**config.mk**
```make
export PLATFORM = sky130hd
export DESIGN_NAME = bir_scale_div
export DESIGN_NICKNAME = d
export VERILOG_FILES = /design/src/rtl/core/bir_pkg.sv /design/src/rtl/core/bir_scale_div.sv
export SDC_FILE = /design/constraint.sdc
export NUM_CORES = 1
export LEC_CHECK = 0
export ABC_AREA = 1
export BUFFER_PORTS_ARGS = -buffer_cell sky130_fd_sc_hd__buf_2
export CAP_MARGIN = 30
export CORE_ASPECT_RATIO = 0.75
export CORE_MARGIN = 5
export CORE_UTILIZATION = 40
export DETAILED_ROUTE_END_ITERATION = 7
export RECOVER_POWER = 25
export SETUP_SLACK_MARGIN = 0.1
export SLEW_MARGIN = 5
export SYNTH_ARGS = -nofsm -noshare
export SYNTH_HDL_FRONTEND = slang
export SYNTH_SLANG_ARGS = --single-unit
export TNS_END_PERCENT = 1
```
**constraint.sdc**
```tcl
create_clock -name clk -period 4.8 [get_ports clk]
set_input_delay 0.96 -clock clk [delete_from_list [all_inputs] [get_ports clk]]
set_output_delay 0.96 -clock clk [all_outputs]
set_load 0.1 [all_outputs]
```
**src/rtl/core/bir_pkg.sv**
```systemverilog
// Package for the bilinear image resampler: sizes, command codes and shared types.
// No dependencies.
package bir_pkg;
  localparam int MaxInDim = 64;
  localparam int MaxOutDim = 1024;
  localparam int SampleBits = 16;
  localparam int IdxBits = $clog2(MaxInDim);
  localparam int HalfDepth = MaxInDim * MaxInDim / 4;
  localparam int BankBits = $clog2(HalfDepth);

  typedef enum logic {
    CMD_WRITE = 1'b0,
    CMD_REQUEST = 1'b1
  } cmd_t;

  typedef enum logic [2:0] {
    REG_IN_HEIGHT = 3'd0,
    REG_IN_WIDTH = 3'd1,
    REG_OUT_HEIGHT = 3'd2,
    REG_OUT_WIDTH = 3'd3,
    REG_CORNER_MODE = 3'd4
  } reg_idx_t;

  typedef struct packed {
    logic [IdxBits-1:0] lo;
    logic [IdxBits-1:0] hi;
    logic [16:0] w;
  } axis_t;

  typedef enum logic [1:0] {
    SC_IDLE,
    SC_RUN
  } sc_state_t;
endpackage

```
**src/rtl/core/bir_scale_div.sv**
```systemverilog
// Serial restoring divider that recomputes one Q16.16 scale after a configuration write.
// Depends on bir_pkg.
module bir_scale_div
  import bir_pkg::*;
(
  input  logic        clk,
  input  logic        rst,
  input  logic        go,
  input  logic [22:0] dividend,
  input  logic [10:0] divisor,
  output logic [31:0] quotient,
  output logic        done
);
  sc_state_t state, state_next;
  logic [4:0] count;
  logic [22:0] quo;
  logic [11:0] rem;
  logic [11:0] trial;

  always_comb begin
    unique case (state)
      SC_IDLE: state_next = go ? SC_RUN : SC_IDLE;
      SC_RUN: state_next = (count == 5'd0 && !go) ? SC_IDLE : SC_RUN;
      default: state_next = SC_IDLE;
    endcase
  end

  always_comb begin
    trial = {rem[10:0], quo[22]};
    done = (state == SC_IDLE);
  end

  always_ff @(posedge clk) begin
    if (rst) begin
      state <= SC_IDLE;
      count <= '0;
      quotient <= '0;
    end else begin
      state <= state_next;
      if (go) begin
        count <= 5'd23;
        quo <= dividend;
        rem <= '0;
      end else if (state == SC_RUN && count != 5'd0) begin
        count <= count - 5'd1;
        if (trial >= {1'b0, divisor}) begin
          rem <= trial - {1'b0, divisor};
          quo <= {quo[21:0], 1'b1};
        end else begin
          rem <= trial;
          quo <= {quo[21:0], 1'b0};
        end
        if (count == 5'd1) begin
          quotient <= {9'd0, quo[21:0], (trial >= {1'b0, divisor})};
        end
      end
    end
  end
endmodule

```
Yosys cells after proc, flatten, opt, wreduce, memory -nomap -nowiden
Index checks and enable logic that the tools add are counted.
- bits in registers: 64
- word-level logic and storage cells: 33
- output and inout port bits: 33
- input port bits: 37
- reductions and logical operators: 10
- $lt $le $gt $ge: 1
- eq/ne operators: 2
- mux-type cells: 10
- $add $sub $neg: 2
- bitwise logic cells: 2
- operator list (cell ; number):
    two-way mux 23 bit ; 2
    two-way mux 11 bit ; 2
    >= comparator 12 x 11 -> 1 bit ; 1
    subtractor 11 bit ; 1
    two-way mux 5 bit ; 2
    equality test 5 x 1 -> 1 bit (second input constant) ; 1
    logical NOT 5 bit ; 1
    nonzero test 5 bit ; 1
    subtractor 5 x 1 -> 5 bit (second input constant) ; 1
    two-way mux 1 bit ; 3
    AND reduction 3 bit ; 1
    equality test 2 x 1 -> 1 bit (second input constant) ; 1
    logical AND 1 bit ; 2
    logical NOT 2 bit ; 1
    NOT 1 bit ; 2
    one-hot mux 1 bit (2 select lines) ; 1
    AND reduction 2 bit ; 1
    nonzero test 2 bit ; 1
    OR reduction 2 bit ; 1
    logical NOT 1 bit ; 1

Logic depth before layout (Yosys ltp)
Gate-level depths: netlist (run 1).
- depth in word-level cells: 4
- mapped depth: 12
- depth with buffers taken out: 12

Worst setup path before layout (run 1)
No wires, ideal clock.
- path kind: input-to-reg
- from: in go
- to: reg quo[0], enable pin
- buffers on the path: 0
- arrival time: 2.456 ns
- library setup time: 0.425 ns
- slack: 1.918 ns
- stages: 2
- data required time: 4.375 ns
- cell sequence: nor2_1 nor2_1
- longest elaborated chain between the ends: 2
- ends and longest elaborated chain (what ; RTL line ; text):
    start, declared ; bir_scale_div.sv:8 ; input logic go,
    nonzero test 2 bit (no source line) ; n/a ;
    AND reduction 2 bit (no source line) ; n/a ;
    end signal, assigned ; bir_scale_div.sv:42 ; quo <= dividend;
    end signal, assigned ; bir_scale_div.sv:48 ; quo <= {quo[21:0], 1'b1};
    end signal, assigned ; bir_scale_div.sv:51 ; quo <= {quo[21:0], 1'b0};
    end, declared ; bir_scale_div.sv:16 ; logic [22:0] quo;
Every way passes these cells.
A chain may end at the register's enable or synchronous reset.

Worst setup path in the final report (run 1)
- from: in go
- to: reg quo[22] (data pin)
- longest elaborated chain between the ends: 1
- ends and longest elaborated chain (what ; RTL line ; text):
    two-way mux 23 bit ; bir_scale_div.sv:40 ; if (go) begin
Every way passes these cells.

==> metrics, run 1 <==
remaining antenna violation count 0; Max Transition Viols Final 0; routing usage on met3 0.04472; Finished Layout Cells 630; post-cts resize count 0; Overflow after GRT 0; Syn Area/Cell 7.597 µm²; placed cell area approximately 3800 µm²; DR DRC count 0; Total Die Area about 11,000 µm²; H-Tree Depth 3; maximum VDD drop 164.1 µV; Clock transition at path regs 0.06 ns; routing usage on met1 0.2170; Compound-Gate Fraction of Synth Area 0.05288; required time of the critical path ~4.9 ns; post-route clock skew 0.009041 ns; Num CTS Buffers 9; Yosys Warn Count 0; f_max 295.8 MHz; vias in the first global route 2,797; ANT cells 0; Post-Synth Adder-Cell Area 0.05216; Critical-path top delay cell clkbuf_1; Initial Utilization 0.4125; Worst Path Max Fanout 31; Synth cell types 31; Worst Setup End Kind flop; setup violators final 0; crit path kind in -> reg; Post-Syn Area 3502 µm²; DR vias 2,943; final hold vios 0; post-layout min period 3.380 ns; GPL Wtd Cong 0.8296; largest family of logic cells by synthesized area simple AND/OR/NAND/NOR gates; # IOs 70; Final HPWL DP 5815 µm; clock latency on the worst-skew pair 0.32 ns; status complete, no violations; Finished Cell Area roughly 4100 µm²; worst path cell trace clkbuf_1 > clkinv_1 > buf_16 > nand2_1 > nand2_1; Post-Synth Simple-Gate Area 0.3165; die height 91.04 µm; Syn Inst Count around 460; first-pass GRT wire length 13,220 µm; routed vias/inst 4.671; Total Routing Usage GR 0.1501; Die Wd 118.0 µm; CP most frequent cell nand2_1; standard-cell rows 29; core area 8491 µm²; PortBufs 60; Routed WL 7933 µm; Max Cap Viol 0; max incr delay on CP 0.99 ns; post-route clock period utilization 0.7042; Multi-input gate area 1543 µm²; drt first pass iters 4; share of layout cells above drive strength 1 0.1533; First DRT Iteration DRCs ~160; GRT met2 Usage 0.2222; Yosys reg bits 63; sequential area share after synthesis 0.4573; mux contribution to synthesized area 0; initial antenna violation count 0; Fin Setup TNS 0 ns; largest net degree at the start of global routing 35; power density over the cells between 300 and 400 nW/µm²; Crit path max-delay family buffers and inverters; Synth Area in XOR/XNOR 0.01000; CTS tree done; clock root buffer clkbuf_16; CTS Hold Bufs 0; RSZ-0062 raised after global routing false; TritonCTS sink count 63; WP data arrival 3.45 ns; GRT Max-Usage Layer met2; number of fill cells in the layout 906; number of post-CTS setup repair buffers 0; worst slack at placement 1.808 ns; worst-margin pin slew 1.397 ns; Final WS setup ~1.4 ns; FF/Latch Area 1602 µm²; P_leak 1.979 nW; NumNets Final 568; Max-slew headroom 0.06866; Buf/Inv on CP 3; worst hold path type reg -> reg; placed instance count 613; Area Overhead vs Synth 17.11%; Startpoint Class primary input; DR WL/cell 12.59 µm; Clock Tree Buf Depth 2
[area by class of cell]
class	instances	share of cell area
clock inverter	5	0.008237
sequential	63	0.3905
multi-input combinational	321	0.3761
inverter	60	0.05491
tap	108	0.03295
timing repair buffer	62	0.07810
clock buffer	11	0.05918
[power by group]
group          switching, mW  internal, mW  leakage, nW
combinational          0.217        0.0930         1.28
sequential            0.0163         0.608        0.563
clock                  0.226         0.362        0.132
total                  0.459          1.06         1.98
[layer usage]
metal	up-vias	routed length, µm
met5	-	0
met4	0	46
met3	4	429
met2	67	3440
met1	1320	4016
li1	1552	-
[logic make-up after synthesis]
family,Yosys count
and+or+nand+nor,259
buffers and inverters,85
DFF,63
AOI/OAI and AO/OA,35
adders and majority gates,14
xor gates and xnor gates,4
other,1
[tightest hold or removal path, delay by kind of cell, from the launching register on]
kind	cells	cell delay, ns
flip-flops	1	0.32
AND/OR/NAND/NOR	2	0.13
[synth_stat cells (all sizes together)]
master  count  area share
xnor2       1      0.0025
o21a        1      0.0021
xor2        3      0.0075
clkbuf      8      0.0093
fa          1      0.0057
a21oi       6      0.0086
buf        17       0.036
dfxtp      29        0.17
nand2     141        0.15
edfxtp     34        0.29
o21ai      26       0.038
a31oi       1      0.0018
inv        59       0.063
ha         13       0.046
nor3        3      0.0075
nor2       82       0.096
conb        1      0.0011
nand3      20       0.034
nand4      13       0.025
a211oi      1      0.0021
clkinv      1      0.0011
[registers in the layout, indices dropped and copies added (netlist names)]
| register | count |
|---|---|
| count | 5 |
| quo | 23 |
| quotient | 23 |
| rem | 11 |
| state | 1 |
[worst paths after layout]
kind / cells past startpoint / from / end / slack (ns)
max: 5 / go / quo[22]$_DFFE_PP_ / 1.42
min: 2 / quotient[7]$_SDFFE_PP0P_ / quotient[7]$_SDFFE_PP0P_ / 0.48
max reg2reg: 10 / count[0]$_SDFFE_PP0N_ / quo[0]$_DFFE_PP_ / 2.31
min reg2reg: 2 / quotient[7]$_SDFFE_PP0P_ / quotient[7]$_SDFFE_PP0P_ / 0.48
[per-stage QoR]
stage / power (mW) / hold WS (ns) / util
6_report: 1.522 / 0.4790 / 0.4831
5_1_grt: 1.606 / 0.5151 / 0.4831
4_1_cts: 1.538 / 0.4811 / 0.4851
3_5_place_dp: 0.9436 / 0.4681 / 0.4525
3_3_place_gp: 0.9373 / 0.4586 / 0.4493
2_1_floorplan: 0.8825 / 0.4555 / -
[cells in the final DEF, fill, tap and decap left out, types with 12 or more instances in the layout]
cell      Yosys  routed
nand2_1     137     138
nor2_1       71      71
inv_1        55      55
buf_2         3      38
edfxtp_1     34      34
dfxtp_1      29      29
o21ai_0      25      25
clkbuf_1      6      23
nand3_1      16      16
ha_1         13      13
nand4_1      12      12
No activity file was read; power rests on OpenSTA's default activity.
==> run 2, diff against run 1 <==
==> constraint.sdc (replaced) <==
create_clock -name clk -period 3.3 [get_ports clk]
set_input_delay 0.66 -clock clk [delete_from_list [all_inputs] [get_ports clk]]
set_output_delay 0.66 -clock clk [all_outputs]
set_load 0.1 [all_outputs]
==> run 2 against run 1 <==
Against the previous run: core utilization increased by 0.15 points; clock-buffer cell count decreased by 1; via count increased by 0.51%; die area unchanged; critical endpoint is now quo[4]$_DFFE_PP_; largest power group is now the clock network.
==> metrics, run 2 (synthesized netlist as in run 1, its figures left out) <==
DR DRC count 0 (unchanged); setup violators final 0 (unchanged); First DRT Iteration DRCs 165 (was 158); Die Wd 118.0 µm (unchanged); status complete, no violations (unchanged); final hold vios 0 (unchanged); required time of the critical path 3.39 ns (was 4.87 ns); core area 8491 µm² (unchanged); WP data arrival 2.79 ns (was 3.45 ns); Routed WL 7857 µm (was 7933 µm); Finished Layout Cells 633 (was 630); Total Die Area 10,750 µm² (unchanged); standard-cell rows 29 (unchanged); Crit path max-delay family buffers and inverters (unchanged); H-Tree Depth 3 (unchanged); final hold slack 0.4786 ns (was 0.4790 ns); initial antenna violation count 0 (unchanged); Total Routing Usage GR 0.1487 (was 0.1501); Clock transition at path regs 0.05 ns (was 0.06 ns); Startpoint Class primary input (unchanged); Buf/Inv on CP 4 (was 3); Initial Utilization 0.4125 (unchanged); Clock Tree Buf Depth 2 (unchanged); Area Overhead vs Synth 17.47% (was 17.11%); Max-slew headroom 0.1902 (was 0.06866); ANT cells 0 (unchanged); top flop regs quo x23, quotient x23, rem x11 (unchanged); Max Cap Viol 0 (unchanged); Critical-path top delay cell clkbuf_1 (unchanged); most common cell after layout, fill and taps aside nand2_1 (unchanged); PortBufs 60 (unchanged); P_leak 2.009 nW (was 1.979 nW); max incr delay on CP 0.78 ns (was 0.99 ns); number of fill cells in the layout 875 (was 906); post-cts resize count 0 (unchanged); worst-margin pin slew 1.220 ns (was 1.397 ns); clock latency on the worst-skew pair 0.33 ns (was 0.32 ns); CTS tree done (unchanged); number of post-CTS setup repair buffers 0 (unchanged); Final WS setup 0.5969 ns (was 1.420 ns); worst slack at placement 0.6251 ns (was 1.808 ns); post-route clock period utilization 0.8191; maximum VDD drop 332.6 µV (was 164.1 µV); GPL Wtd Cong 0.8379 (was 0.8296); Worst Path Max Fanout 22 (was 31); drt first pass iters 4 (unchanged); Num CTS Buffers 9 (unchanged); leading cell types in the layout, fill and taps excluded nand2_1 (138), nor2_1 (70), inv_1 (56), buf_2 (42), edfxtp_1 (34) (was nand2_1 (138), nor2_1 (71), inv_1 (55), buf_2 (38), edfxtp_1 (34)); die height 91.04 µm (unchanged); share of layout cells above drive strength 1 0.1638 (was 0.1533); f_max about 370 MHz; post-layout min period 2.703 ns; worst path cell trace clkbuf_1 > clkbuf_1 > clkinv_1 > buf_4 > nand2_1 > nand2_1 (was clkbuf_1 > clkinv_1 > buf_16 > nand2_1 > nand2_1); largest net degree at the start of global routing 35 (unchanged); TritonCTS sink count 63 (unchanged); total power 2.271 mW (was 1.522 mW); vias in the first global route 2,724 (was 2,797); first-pass GRT wire length 13,140 µm (was 13,220 µm); DR vias 2,958 (was 2,943); Final HPWL DP 5816 µm (was 5815 µm); Fin Setup TNS 0 ns (unchanged); Max Transition Viols Final 0 (unchanged); post-route clock skew 0.007417 ns (was 0.009041 ns); DR WL/cell 12.41 µm (was 12.59 µm); crit path kind in -> reg (unchanged); RSZ-0062 raised after global routing false (unchanged); Worst Setup End Kind flop (unchanged); CTS Hold Bufs 0 (unchanged); worst hold path type reg -> reg (unchanged); clock root buffer clkbuf_16 (unchanged); Overflow after GRT 0 (unchanged); # IOs 70 (unchanged); routed vias/inst 4.673 (was 4.671); placed instance count 617 (was 613); remaining antenna violation count 0 (unchanged); NumNets Final 571 (was 568); power density over the cells 552.1 nW/µm² (was 371.0 nW/µm²)
run 2: per-layer routing:
layer | routed length (µm) | up-vias | global-route usage
met1 | 3903 | 1312 | 0.2135
met3 | 595 | 9 | 0.05714
met2 | 3302 | 84 | 0.2170
met4 | 55 | 0 | 0.02292
met5 | 0 | - | 0
li1 | - | 1553 | -
run 2: where the power goes:
part           internal [mW]  switching [mW]
Sequential             0.884          0.0235
Clock                  0.581           0.334
Combinational          0.134           0.315
Total                   1.60           0.672
run 2: path summary, 6_finish.rpt:
path                        startpoint  slack [ns]                   endpoint  cells after the start
max                                 go        0.60           quo[4]$_DFFE_PP_                      6
min          quotient[10]$_SDFFE_PP0P_        0.48  quotient[10]$_SDFFE_PP0P_                      2
max reg2reg          quo[22]$_DFFE_PP_        0.94       rem[9]$_SDFFCE_PP0P_                     11
min reg2reg  quotient[10]$_SDFFE_PP0P_        0.48  quotient[10]$_SDFFE_PP0P_                      2
run 2: final cells by class:
type	count	area [µm²]	share of cell area
clock buffer	10	229.0	0.05566
clock inverter	6	61.31	0.01490
inverter	60	225.2	0.05474
multi-input combinational	321	1550	0.3768
sequential	63	1602	0.3893
tap	108	135.1	0.03285
timing repair buffer	65	311.5	0.07573
run 2: through the flow:
step | cell area (µm²) | utilization
2_1_floorplan | 3532 | -
3_3_place_gp | 3852 | 0.4537
3_5_place_dp | 3852 | 0.4537
4_1_cts | 4143 | 0.4879
5_1_grt | 4114 | 0.4845
6_report | 4114 | 0.4845
run 2: worst min-delay path, stage by stage (launching register included):
cell     delay [ns]
dfxtp_1        0.32
nor2_1         0.05
nor2_1         0.08
